===== src/rtl/fnsp_pkg.sv =====
// fnsp_pkg: shared types and constants of the next-slot predictor
// used by fnsp_cell and frequency_next_slot_predictor_core; no dependencies
`default_nettype none

package fnsp_pkg;

    localparam logic [7:0] NO_SLOT = 8'hFF;

    localparam logic [1:0] CMD_LOAD    = 2'd0;
    localparam logic [1:0] CMD_RESET   = 2'd1;
    localparam logic [1:0] CMD_CONSUME = 2'd2;

    typedef enum logic [0:0] {
        ST_IDLE,
        ST_BUSY
    } state_t;

    // running best candidate handed from cell to cell
    typedef struct packed {
        logic [31:0] count;
        logic [31:0] tick;
        logic [7:0]  idx;
        logic [7:0]  excl;
    } cand_t;

endpackage

`default_nettype wire


===== src/rtl/fnsp_cell.sv =====
// fnsp_cell: one slot of the predictor, holding its use count and last tick
// and passing on the better of its own entry and the incoming candidate
// depends on fnsp_pkg
`default_nettype none

module fnsp_cell #(
    parameter int unsigned IDX = 0
) (
    input  logic            clk,
    input  logic            rst_n,
    input  logic            bump,
    input  logic [31:0]     tick,
    input  fnsp_pkg::cand_t cand_in,
    output fnsp_pkg::cand_t cand_out
);
    import fnsp_pkg::*;

    localparam logic [7:0] MY_IDX = 8'(IDX);

    logic [31:0] count_reg;
    logic [31:0] tick_reg;
    cand_t       cand_reg;
    cand_t       cand_next;
    logic        better;

    always_ff @(posedge clk or negedge rst_n)
    begin
        if (!rst_n)
        begin
            count_reg <= '0;
            tick_reg  <= '0;
        end
        else if (bump)
        begin
            count_reg <= count_reg + 32'd1;
            tick_reg  <= tick;
        end
    end

    always_comb
    begin
        better = (count_reg != 32'd0) && (MY_IDX != cand_in.excl) &&
                 ((count_reg > cand_in.count) ||
                  ((count_reg == cand_in.count) && (tick_reg > cand_in.tick)));
        cand_next = cand_in;
        if (better)
        begin
            cand_next.count = count_reg;
            cand_next.tick  = tick_reg;
            cand_next.idx   = MY_IDX;
        end
    end

    always_ff @(posedge clk)
    begin
        cand_reg <= cand_next;
    end

    assign cand_out = cand_reg;

endmodule

`default_nettype wire

===== config.mk =====
export PLATFORM = sky130hd
export DESIGN_NAME = fnsp_cell
export DESIGN_NICKNAME = d
export VERILOG_FILES = /design/src/rtl/fnsp_pkg.sv /design/src/rtl/fnsp_cell.sv
export SDC_FILE = /design/constraint.sdc
export NUM_CORES = 1
export LEC_CHECK = 0
export BUFFER_PORTS_ARGS = -buffer_cell sky130_fd_sc_hd__buf_4
export CORE_UTILIZATION = 35
export DETAILED_ROUTE_END_ITERATION = 6
export PLACE_DENSITY = 0.6
export SLEW_MARGIN = 20
export SYNTH_ARGS = -nofsm -noshare
export SYNTH_HDL_FRONTEND = slang
export SYNTH_SLANG_ARGS = --single-unit

===== constraint.sdc =====
create_clock -name clk -period 6.5 [get_ports clk]
set_clock_uncertainty 0.15 [all_clocks]
set_input_delay 1.3 -clock clk [delete_from_list [all_inputs] [get_ports clk]]
set_output_delay 1.3 -clock clk [all_outputs]
set_load 0.02 [all_outputs]

==> impl_metrics.toml <==
[worst_setup_path]
setup.worst_path.start_class = "primary input"
cp.required_ns = 6.66
worst_r2r_path_depth = 8
critPathMaxFanout = 37
cp-end-kind = "flop"
crit_type = "in -> reg"
arrival_ns = 4.26

[global_route]
global_route_wire_length_before_repair_um = 25500
antenna_found_initial = 0
grt_pass1_vias = 4988
globalRoute.totalOverflow = 0
grt_max_degree = 65
track_usage_pct = 16.5

[sta]
finalSetupTns_ns = 0
max_slew_margin_pct = 38.9
setup_viol = 0
worst_pin_slew_ns = 0.914
maxSlewViolCount = 0
post-route-min-period_ns = 4.10
timing.final.crit_share_pct = 63.2
grt_setup_unrepaired = "false"
clock.fmax_mhz = 244
hold_slack_ns = 0.357
finalHoldViolCount = 0
worst_setup_slack_final_ns = 2.40

[layout]
largest_register_ffs = 80
nets = 972
num-fill-cells = 1765
utilization_pct = 47.7
antenna_cells = 0
area_growth_from_synthesis_to_layout_pct = 33.8
layout.cells.most_common = "sky130_fd_sc_hd__buf_4"
drive_gt1_share_pct = 40.5
layout.cells.most_common_list = "sky130_fd_sc_hd__buf_4, sky130_fd_sc_hd__dfxtp_1, sky130_fd_sc_hd__inv_1"
number_of_standard_cells_in_the_layout_taps_in_and_fillers_out = 1069
layout.cell_area.non_filler_sq_um = 9280

[floorplanning]
initial_utilization_pct = 35.6
boundary_pins = 195
fp-row-count = 51
core_sq_um = 19500
dieArea_sq_um = 20400
chipWidth_um = 143
fp.dieH_um = 143

[min_path]
worst_hold_path_type = "reg -> reg"
hold_depth = 1

[power_and_ir_drop]
vdd_drop_max_uv = 156
cellPowerDensity_nw_per_um2 = 258
finalPower_mw = 2.40
power.leakage_nw = 4.58

[run]
drv.max_cap_violation_count = 0

[synthesis]
ys_seq_elements = 144
synthDominantAreaCellType = "sky130_fd_sc_hd__dfrtp_1"
postSynthCellCount = 589
synthArstFlopShare_pct = 44.4
synthesis.area_sq_um = 6930
syn_area_per_cell_sq_um = 11.8
synth.distinct_cells = 45
synth_top_area_share_pct = 23.1
synth_fp_nets = 770
synthesis.yosys.warnings = 0
synth_edf_count = 0
synth_flop_cell = "sky130_fd_sc_hd__dfxtp_1"
ys_top_cells_by_area = "sky130_fd_sc_hd__dfrtp_1, sky130_fd_sc_hd__dfxtp_1, sky130_fd_sc_hd__mux2_4"
yosysSeqAreaShare_pct = 46.2

[place]
dp.final_hpwl_um = 12100
place.gp.congestion = 0.779
dpl.cell_count = 1037
io_buffer_count = 194
pre_cts_ws_ns = 1.90
placement.cell_area_sq_um = 8670

[clocking]
cts_tree = "built"
cts.repair.resized = 0
cts_sinks = 144
clock_latency_on_the_worst_skew_pair_ns = 0.42
cts-buffers-inserted = 17
clkSlewWorstSetupHoldPaths_ns = 0.06
cts_hold_repair.buffers = 0
cts.repair_timing.setup_buffer_count = 0
clockBufferDepth = 2
cts.root.buffer_cell = "sky130_fd_sc_hd__clkbuf_16"
cts.htree.levels = 4

[drt]
routedWlPerCell_um = 15.2
dr_total_vias = 4961
drt_iter0_drc = 244
firstDrtPassIters = 5
postRouteWirelength_um = 16200
viasPerCell = 4.64
antenna_violating_nets_post_route = 0
remaining_drc_errors = 0

[status]
run_status = "finished, final reports clean"
==> worst max-delay path: stages <==
cell and delay (ns):
sky130_fd_sc_hd__buf_4 0.08, sky130_fd_sc_hd__inv_1 0.03, sky130_fd_sc_hd__ha_1 0.30, sky130_fd_sc_hd__nand4_1 0.16
sky130_fd_sc_hd__nor4_1 0.46, sky130_fd_sc_hd__o21ai_0 0.18, sky130_fd_sc_hd__o211ai_1 0.16, sky130_fd_sc_hd__a221oi_2 0.12
sky130_fd_sc_hd__nor3_4 0.71, sky130_fd_sc_hd__buf_12 0.36, sky130_fd_sc_hd__mux2_2 0.36
==> cells in the mapped netlist, types with 2 or more instances <==
master	instances
sky130_fd_sc_hd__nor4_2	2
sky130_fd_sc_hd__nand4_1	26
sky130_fd_sc_hd__and4_1	2
sky130_fd_sc_hd__a21boi_0	2
sky130_fd_sc_hd__nor3_1	5
sky130_fd_sc_hd__o21ai_0	7
sky130_fd_sc_hd__nand3_1	16
sky130_fd_sc_hd__ha_1	66
sky130_fd_sc_hd__inv_1	67
sky130_fd_sc_hd__o21a_1	2
sky130_fd_sc_hd__mux2i_1	2
sky130_fd_sc_hd__a21oi_1	22
sky130_fd_sc_hd__dfxtp_1	80
sky130_fd_sc_hd__clkbuf_1	6
sky130_fd_sc_hd__a21o_1	4
sky130_fd_sc_hd__nor2_1	14
sky130_fd_sc_hd__mux2_2	33
sky130_fd_sc_hd__nor4_1	10
sky130_fd_sc_hd__mux2_4	60
sky130_fd_sc_hd__nand2_1	27
sky130_fd_sc_hd__o211ai_1	2
sky130_fd_sc_hd__or3_1	2
sky130_fd_sc_hd__buf_6	6
sky130_fd_sc_hd__and3_1	4
sky130_fd_sc_hd__xor2_1	10
sky130_fd_sc_hd__nor2b_1	10
sky130_fd_sc_hd__dfrtp_1	64
sky130_fd_sc_hd__xnor2_1	21
==> report_power, final <==
group | switching [mW] | internal, mW
combinational | 0.175 | 0.199
clock | 0.396 | 0.611
sequential | 0.0607 | 0.956
total | 0.632 | 1.77
==> cell type report <==
class | instances | area [sq um] | share of cell area [%]
tap | 265 | 332 | 3.57
multi-input combinational | 365 | 3380 | 36.5
sequential | 144 | 3200 | 34.5
clock buffer | 22 | 484 | 5.22
clock inverter | 10 | 125 | 1.35
inverter | 67 | 251 | 2.71
timing repair buffer | 196 | 1500 | 16.1
==> path summary, 6_finish.rpt <==
kind	startpoint	to	slack [ns]
max reg2reg	count_reg[29]	cand_out[16]	2.96
min reg2reg	tick_reg[0]	cand_out[16]	0.36
max	cand_in[30]	cand_out[16]	2.40
max in group asynchronous	rst_n	count_reg[3]	4.74
min in group asynchronous	rst_n	tick_reg[13]	0.86
min	tick_reg[0]	cand_out[16]	0.36
==> kinds of logic (layout without fill, tap and decap cells) <==
logic type,Yosys count,in the layout,share of synthesized area [%]
AOI/OAI and AO/OA,50,50,4.67
xor gates and xnor gates,31,31,3.92
and+or+nand+nor,123,123,9.67
DFF,144,144,46.2
buffers and inverters,80,295,5.00
muxes,95,95,18.6
adders and majority gates,66,66,11.9
==> routing by layer <==
layer	vias up	global-route usage, %	share of wire (%)
met5	-	0	0
met4	0	5.94	1.4
met3	19	4.63	6.0
met2	144	28.0	48
met1	2331	19.8	44
li1	2467	-	-
Power figures use the tool's default switching activity.
